==> src/rtl/bdlp_pkg.sv <==
// Package for the button debounce and long-press detector.
// Holds field widths, register indexes and reset values; no dependencies.
package bdlp_pkg;

   localparam int TIME_WIDTH          = 32;
   localparam int RAW_WIDTH           = 4;
   localparam int POLL_WIDTH          = 8;
   localparam int DEBOUNCE_WIDTH      = 16;
   localparam int LONG_WIDTH          = 16;
   localparam int INDEX_WIDTH         = 2;
   localparam int CSR_DATA_WIDTH      = 16;
   localparam int CSR_INDEX_WIDTH     = 2;
   localparam int REQ_DATA_WIDTH      = 40;
   localparam int RSP_DATA_WIDTH      = 8;
   localparam int DEFAULT_NUM_BUTTONS = 4;

   localparam logic [POLL_WIDTH-1:0]     POLL_INTERVAL_RESET = 8'd5;
   localparam logic [DEBOUNCE_WIDTH-1:0] DEBOUNCE_RESET      = 16'd50;
   localparam logic [LONG_WIDTH-1:0]     LONG_PRESS_RESET    = 16'd1000;
   localparam logic [RAW_WIDTH-1:0]      PRESENT_MASK_RESET  = 4'hF;

   typedef enum logic [CSR_INDEX_WIDTH-1:0] {
      CSR_POLL_INTERVAL = 2'd0,
      CSR_DEBOUNCE      = 2'd1,
      CSR_LONG_PRESS    = 2'd2,
      CSR_PRESENT_MASK  = 2'd3
   } csr_index_type;

   typedef struct packed {
      logic                   is_long;
      logic [INDEX_WIDTH-1:0] button_index;
      logic                   event_valid;
   } result_type;

endpackage

==> src/rtl/button_debounce_long_press.sv <==
// Button debounce with long-press detection, top level.
// A poll is registered in the input stage, its result then in the result stage.
// Throughput: one poll per cycle while rsp is not stalled; each poll reads the
// button state that the previous poll wrote, so the update is in place for the next.
// Reset is synchronous and active high: it restores the register defaults and
// clears all button state and both pipeline valid flags.
module button_debounce_long_press #(
   parameter int NUM_BUTTONS = bdlp_pkg::DEFAULT_NUM_BUTTONS
) (
   input  logic                                 clock,
   input  logic                                 reset,
   input  logic                                 req_tvalid,
   output logic                                 req_tready,
   // Fields from bit 0: time_ms[31:0], raw_levels[35:32], zero fill.
   input  logic [bdlp_pkg::REQ_DATA_WIDTH-1:0]  req_tdata,
   output logic                                 rsp_tvalid,
   input  logic                                 rsp_tready,
   // Fields from bit 0: event_valid[0], button_index[2:1], is_long[3], zero fill.
   output logic [bdlp_pkg::RSP_DATA_WIDTH-1:0]  rsp_tdata,
   input  logic                                 csr_we,
   input  logic [bdlp_pkg::CSR_INDEX_WIDTH-1:0] csr_index,
   input  logic [bdlp_pkg::CSR_DATA_WIDTH-1:0]  csr_wdata
);
   import bdlp_pkg::*;

   // Configuration registers.
   logic [POLL_WIDTH-1:0]     poll_interval_ff, poll_interval_in;
   logic [DEBOUNCE_WIDTH-1:0] debounce_ff, debounce_in;
   logic [LONG_WIDTH-1:0]     long_press_ff, long_press_in;
   logic [RAW_WIDTH-1:0]      present_mask_ff, present_mask_in;

   // Button state.
   logic [TIME_WIDTH-1:0]  last_poll_ff, last_poll_in;
   logic [NUM_BUTTONS-1:0] stable_ff, stable_in;
   logic [NUM_BUTTONS-1:0] long_done_ff, long_done_in;
   logic [TIME_WIDTH-1:0]  change_time_ff [NUM_BUTTONS];
   logic [TIME_WIDTH-1:0]  change_time_in [NUM_BUTTONS];

   // Input stage.
   logic                  s1_valid_ff, s1_valid_in;
   logic [TIME_WIDTH-1:0] s1_time_ff, s1_time_in;
   logic [RAW_WIDTH-1:0]  s1_levels_ff, s1_levels_in;

   // Result stage.
   logic       rsp_valid_ff, rsp_valid_in;
   result_type rsp_data_ff, rsp_data_in;

   logic                   res_ready;
   logic                   s1_fire;
   logic                   poll_skip;
   logic [TIME_WIDTH-1:0]  poll_gap;
   logic [NUM_BUTTONS-1:0] pressed;
   logic                   scan_done;
   logic [TIME_WIDTH-1:0]  held;
   logic                   change_ok;
   result_type             result;

   assign res_ready  = !rsp_valid_ff || rsp_tready;
   assign s1_fire    = s1_valid_ff && res_ready;
   assign req_tready = !s1_valid_ff || res_ready;
   assign rsp_tvalid = rsp_valid_ff;
   assign rsp_tdata  = {{(RSP_DATA_WIDTH - $bits(result_type)){1'b0}}, rsp_data_ff};

   assign poll_gap  = s1_time_ff - last_poll_ff;
   assign poll_skip = poll_gap < {{(TIME_WIDTH - POLL_WIDTH){1'b0}}, poll_interval_ff};

   // Buttons without a level bit, and absent buttons, always read released.
   for (genvar g = 0; g < NUM_BUTTONS; g++) begin : g_level
      if (g < RAW_WIDTH) begin : g_wired
         assign pressed[g] = present_mask_ff[g] && !s1_levels_ff[g];
      end else begin : g_unwired
         assign pressed[g] = 1'b0;
      end
   end

   always_comb begin
      poll_interval_in = poll_interval_ff;
      debounce_in      = debounce_ff;
      long_press_in    = long_press_ff;
      present_mask_in  = present_mask_ff;
      if (csr_we) begin
         case (csr_index_type'(csr_index))
            CSR_POLL_INTERVAL: poll_interval_in = csr_wdata[POLL_WIDTH-1:0];
            CSR_DEBOUNCE:      debounce_in      = csr_wdata[DEBOUNCE_WIDTH-1:0];
            CSR_LONG_PRESS:    long_press_in    = csr_wdata[LONG_WIDTH-1:0];
            CSR_PRESENT_MASK:  present_mask_in  = csr_wdata[RAW_WIDTH-1:0];
            default: ;
         endcase
      end
   end

   // Scan in index order; the first event stops updates of later buttons.
   always_comb begin
      last_poll_in   = last_poll_ff;
      stable_in      = stable_ff;
      long_done_in   = long_done_ff;
      change_time_in = change_time_ff;
      result         = '0;
      scan_done      = 1'b0;
      held           = '0;
      change_ok      = 1'b0;
      if (s1_fire && !poll_skip) begin
         last_poll_in = s1_time_ff;
         for (int k = 0; k < NUM_BUTTONS; k++) begin
            held      = s1_time_ff - change_time_ff[k];
            change_ok = held >= {{(TIME_WIDTH - DEBOUNCE_WIDTH){1'b0}}, debounce_ff};
            if (!scan_done) begin
               if (pressed[k] != stable_ff[k]) begin
                  if (change_ok) begin
                     change_time_in[k] = s1_time_ff;
                     stable_in[k]      = pressed[k];
                     if (!pressed[k]) begin
                        if (!long_done_ff[k]) begin
                           result.event_valid  = 1'b1;
                           result.button_index = INDEX_WIDTH'(k);
                           result.is_long      = 1'b0;
                           scan_done           = 1'b1;
                        end else begin
                           long_done_in[k] = 1'b0;
                        end
                     end
                  end
               end else if (pressed[k] && !long_done_ff[k] &&
                            held >= {{(TIME_WIDTH - LONG_WIDTH){1'b0}}, long_press_ff}) begin
                  long_done_in[k]     = 1'b1;
                  result.event_valid  = 1'b1;
                  result.button_index = INDEX_WIDTH'(k);
                  result.is_long      = 1'b1;
                  scan_done           = 1'b1;
               end
            end
         end
      end
   end

   always_comb begin
      s1_valid_in  = s1_valid_ff;
      s1_time_in   = s1_time_ff;
      s1_levels_in = s1_levels_ff;
      if (req_tvalid && req_tready) begin
         s1_valid_in  = 1'b1;
         s1_time_in   = req_tdata[TIME_WIDTH-1:0];
         s1_levels_in = req_tdata[TIME_WIDTH +: RAW_WIDTH];
      end else if (s1_fire) begin
         s1_valid_in = 1'b0;
      end

      rsp_valid_in = rsp_valid_ff;
      rsp_data_in  = rsp_data_ff;
      if (s1_fire) begin
         rsp_valid_in = 1'b1;
         rsp_data_in  = result;
      end else if (rsp_tready) begin
         rsp_valid_in = 1'b0;
      end
   end

   always_ff @(posedge clock) begin
      if (reset) begin
         poll_interval_ff <= POLL_INTERVAL_RESET;
         debounce_ff      <= DEBOUNCE_RESET;
         long_press_ff    <= LONG_PRESS_RESET;
         present_mask_ff  <= PRESENT_MASK_RESET;
         last_poll_ff     <= '0;
         stable_ff        <= '0;
         long_done_ff     <= '0;
         for (int k = 0; k < NUM_BUTTONS; k++) begin
            change_time_ff[k] <= '0;
         end
         s1_valid_ff      <= 1'b0;
         rsp_valid_ff     <= 1'b0;
      end else begin
         poll_interval_ff <= poll_interval_in;
         debounce_ff      <= debounce_in;
         long_press_ff    <= long_press_in;
         present_mask_ff  <= present_mask_in;
         last_poll_ff     <= last_poll_in;
         stable_ff        <= stable_in;
         long_done_ff     <= long_done_in;
         change_time_ff   <= change_time_in;
         s1_valid_ff      <= s1_valid_in;
         rsp_valid_ff     <= rsp_valid_in;
      end
   end

   always_ff @(posedge clock) begin
      s1_time_ff   <= s1_time_in;
      s1_levels_ff <= s1_levels_in;
      rsp_data_ff  <= rsp_data_in;
   end

`ifndef NO_ASSERTIONS
   // A reset leaves no result pending.
   a_reset_clears_rsp: assert property (@(posedge clock)
      $past(reset) |-> !rsp_valid_ff)
      else $error("result pending after reset");

   // While a result is stalled no poll may touch the button state.
   a_stall_holds_state: assert property (@(posedge clock) disable iff (reset)
      (rsp_valid_ff && !rsp_tready) |=> ($stable(last_poll_ff) && $stable(long_done_ff)))
      else $error("button state changed during a result stall");

   // A poll that comes too early produces no event.
   a_skip_no_event: assert property (@(posedge clock) disable iff (reset)
      (s1_fire && poll_skip) |=> (rsp_valid_ff && !rsp_data_ff.event_valid))
      else $error("skipped poll produced an event");
`endif

endmodule
==> config.mk <==
export PLATFORM = sky130hd
export DESIGN_NAME = button_debounce_long_press
export DESIGN_NICKNAME = d
export VERILOG_FILES = /design/src/rtl/bdlp_pkg.sv /design/src/rtl/button_debounce_long_press.sv
export SDC_FILE = /design/constraint.sdc
export NUM_CORES = 1
export LEC_CHECK = 0
export BUFFER_PORTS_ARGS = -buffer_cell sky130_fd_sc_hd__buf_2
export CORE_AREA = 10 10 167 324
export CTS_CLUSTER_SIZE = 25
export DETAILED_ROUTE_END_ITERATION = 10
export DIE_AREA = 0 0 177 334
export GPL_ROUTABILITY_DRIVEN = 0
export RECOVER_POWER = 50
export SKIP_CTS_REPAIR_TIMING = 1
export SYNTH_ARGS = -nofsm -noshare
export SYNTH_HDL_FRONTEND = slang
export SYNTH_SLANG_ARGS = --single-unit
==> constraint.sdc <==
create_clock -name clock -period 6 [get_ports clock]
set_input_delay 0.3 -clock clock [delete_from_list [all_inputs] [get_ports clock]]
set_output_delay 0.3 -clock clock [all_outputs]
set_load 0.02 [all_outputs]
==> summary.txt <==
Cells and area
  • Cell Count, Final, Fillers Out: 3473
  • Antenna diodes: 0
  • Fill cells: 4757
  • Area grow syn2layout: 12.03%
  • Area of the multi-input gates: 14790 sq um
  • Post-route cell area: 24260 sq um
  • Final Net Count: 3172
  • Register Area: 5485 sq um
  • Fraction of layout cells with a size suffix above 1: 0.06466
  • Final core utilization: 0.4945

Synth
  • Post-synth EDFFs: 40
  • Synth cell types: 90
  • Avg Cell Area, Syn: 8.018 sq um
  • Area fraction of the dominant cell type after synthesis: 0.1978
  • Synth cell count leaders: nor2_1, ha_1, a21oi_1
  • Asr flop ratio synth: 0
  • Flop and latch count out of synthesis: 254
  • Synth warn: 0
  • Ys flop type: dfxtp_1
  • Mapped Area: 21660 sq um
  • Most numerous cell in the Yosys netlist: nor2_1
  • Sequential fraction of the synthesis area: 0.2533
  • Area leader, netlist: dfxtp_1
  • Top cells by area, synth: dfxtp_1, ha_1, mux2i_1
  • Mapped Cells: 2701

Placed design
  • Post-Place Cells: 3375
  • I/O Buffers: 64
  • Post-DP HPWL: 54.41 mm
  • Dpl cell area: 22880 sq um

Setup path
  • CP endpoint kind: flip-flop
  • Critical path arrival: 6170 ps
  • Worst R2R Path Depth: 21
  • Worst Path Max Fanout: 34
  • Worst R2R End: change_time_ff[92]
  • Reg2reg setup slack: 250 ps
  • Worst R2R Start: s1_time_ff[4]
  • Crit path launch: s1_time_ff[4]
  • Worst Path Class, Setup: flip-flop to flip-flop
  • WP data required: 6420 ps
  • Worst setup SP type: flip-flop

Timing
  • Worst-Margin Slew: 2615 ps
  • # setup viols final: 0
  • Crit path time final: 5745 ps
  • Slew Limit Headroom: -0.7435
  • Period utilization: 0.9575
  • Final Hold Fails: 0
  • Max Fclk: 0.1741 GHz
  • Final Max Slew Viols: 54
  • RSZ-0062 raised after global routing: false
  • Worst Skew: 28.97 ps
  • Minimum hold slack: 3.782 ps
  • Final setup TNS: 0 ps

Run status
  • Failing checks: max-capacitance violations, max-slew violations
  • Status: finished, violations left

Worst hold path
  • HP Class: input pin to flip-flop
  • Min-Delay Path Depth: 3
  • Hold wc startpoint: csr_wdata[12]
  • WHS Endpoint: long_press_ff[12]

Drt
  • DR DRC count: 0
  • First drt pass iteration count: 6
  • Routed Antenna Nets: 0
  • Final wirelength: 67.33 mm
  • Initial DRC Count: 1235
  • Vias: 20070
  • Avg WL per Cell: 19.39 um
  • Via density per instance: 5.779

Floorplan
  • Die Area: 59120 sq um
  • Die extent in x: 177 um
  • Die extent in y: 334 um
  • IO Pins: 73
  • Core Area: 49070 sq um
  • Row Count: 115
  • Initial Util: 0.4414

Power and ir drop
  • Maximum vdd drop: 0.2516 mV
  • Static Leak: 10.31 nW
  • Power Dens Cells: 217.3 nW/um^2

Global route
  • GRT Util Overall: 0.2210
  • Congestion Overflow GR: 0
  • Number of global-route vias before repair: 19710
  • Initial antenna violation count: 0
  • Pin count of the biggest net entering global routing: 134
  • First-pass GRT wire length: 104.6 mm

Clocking
  • Inserted Clock Buffers: 26
  • CTS Root Cell: clkbuf_16
  • CTS clk-pin slew, worst paths: 70 ps
  • Clock sinks: 254
  • CTS tree: built
  • CTS Buffer Depth: 3
  • Clock Latency Late Sink: 600 ps
  • CTS H-Tree Depth: 1

Flow run
  • Max-cap violations: 2
-- cells in the final DEF, fill, tap and decap left out, types with 12 or more instances in the layout --
master         Yosys  final
dfxtp_1          214    214
nor2_1           333    333
nor2b_1           22     22
nand4_1           40     40
edfxtp_1          40     40
a21boi_0          13     13
nand2_1          196    195
o21ai_1           24     24
nand3_1           37     37
a211oi_1          29     29
o2111ai_1         12     12
and3_1            13     13
clkbuf_1          77     15
clkbuf_16          0     27
nor4_1            15     15
a31oi_1           17     17
o21bai_1          13     13
dlygate4sd3_1      0     50
xor2_1            44     44
inv_1            249    249
nor3_1            31     31
a211o_1           20     20
buf_2              8     49
o211ai_1          32     32
xnor2_1           66     66
o21ai_0           87     87
a2111oi_0         14     12
nand2b_1          43     43
mux2i_1          149    149
nand3b_1          17     17
a21o_1            76     76
a21oi_1          265    264
ha_1             294    294
o21a_1            28     28
buf_4              7     60
-- per-stage QoR --
stage / total power (W) / worst slack, ps
floorplan: 0.003053 / 1153
global placement: 0.003470 / 170.3
detailed placement: 0.003517 / 160.2
CTS: 0.005279 / 96.65
global route: 0.005577 / 16.04
finish: 0.005272 / 254.9
-- layer usage --
metal	vias to the layer above	track usage	share of wire
li1	9865	-	-
met1	9330	0.2117	0.35
met2	626	0.4011	0.51
met3	248	0.02258	0.039
met4	0	0.2052	0.10
met5	-	0	0
-- sequential cells by signal (all words and copies together), names as in the netlist, 4 cells and up --
name and cells:
last_poll_ff 32, debounce_ff 16, long_done_ff 4, poll_interval_ff 8, s1_time_ff 32, long_press_ff 16, stable_ff 4, change_time_ff 128
present_mask_ff 4, rsp_tdata 4, s1_levels_ff 4
-- cell type report --
cell class / count / share of cell area
inverters: 249 / 0.03852
clock inverters: 18 / 0.007993
repair buffers: 179 / 0.05544
well taps: 643 / 0.03316
clock buffers: 30 / 0.02914
flip-flops and latches: 254 / 0.2261
multi-input cells: 2100 / 0.6097
-- how the worst max path moves through the flow --
stage / slack [ps] / endpoint / cells after the start
after floorplan: 1150 / rsp_tdata[3] / 19
final: 250 / change_time_ff[92] / 21
after global routing: 20 / change_time_ff[13] / 21
after global placement: 170 / change_time_ff[89] / 21
after detailed placement: 160 / change_time_ff[23] / 21
after CTS: 100 / change_time_ff[92] / 21
-- worst max-delay path, stage by stage, from the launching register on --
cell,delay [ps]
edfxtp_1,540
ha_1,400
a21o_1,230
nand2b_1,160
o21ai_0,260
xnor2_1,130
ha_1,240
a2111oi_1,390
o2111ai_1,280
a2111oi_2,430
o211ai_1,160
nor4_1,300
nand4b_1,160
nor4_1,280
buf_4,180
a31oi_4,120
buf_4,300
o311a_1,210
o211ai_1,160
buf_12,280
mux2i_1,230
nor2_1,50
-- kinds of logic after synthesis --
kind of cell | share of synthesized area
compound gates | 0.2182
mux | 0.06939
other cells | 0.0001732
buf+inv | 0.06528
flops | 0.2533
simple gates | 0.1747
fa+ha+maj | 0.1745
xor+xnor | 0.04449
-- power by group --
| group | total, W | internal [W] | leakage, nW | switching, W |
|---|---|---|---|---|
| Sequential | 0.00186 | 0.00180 | 2.13 | 0.0000649 |
| Clock | 0.00173 | 0.000953 | 0.453 | 0.000781 |
| Combinational | 0.00168 | 0.000685 | 7.73 | 0.000993 |
| Total | 0.00527 | 0.00343 | 10.3 | 0.00184 |
Power figures use the tool's default switching activity.
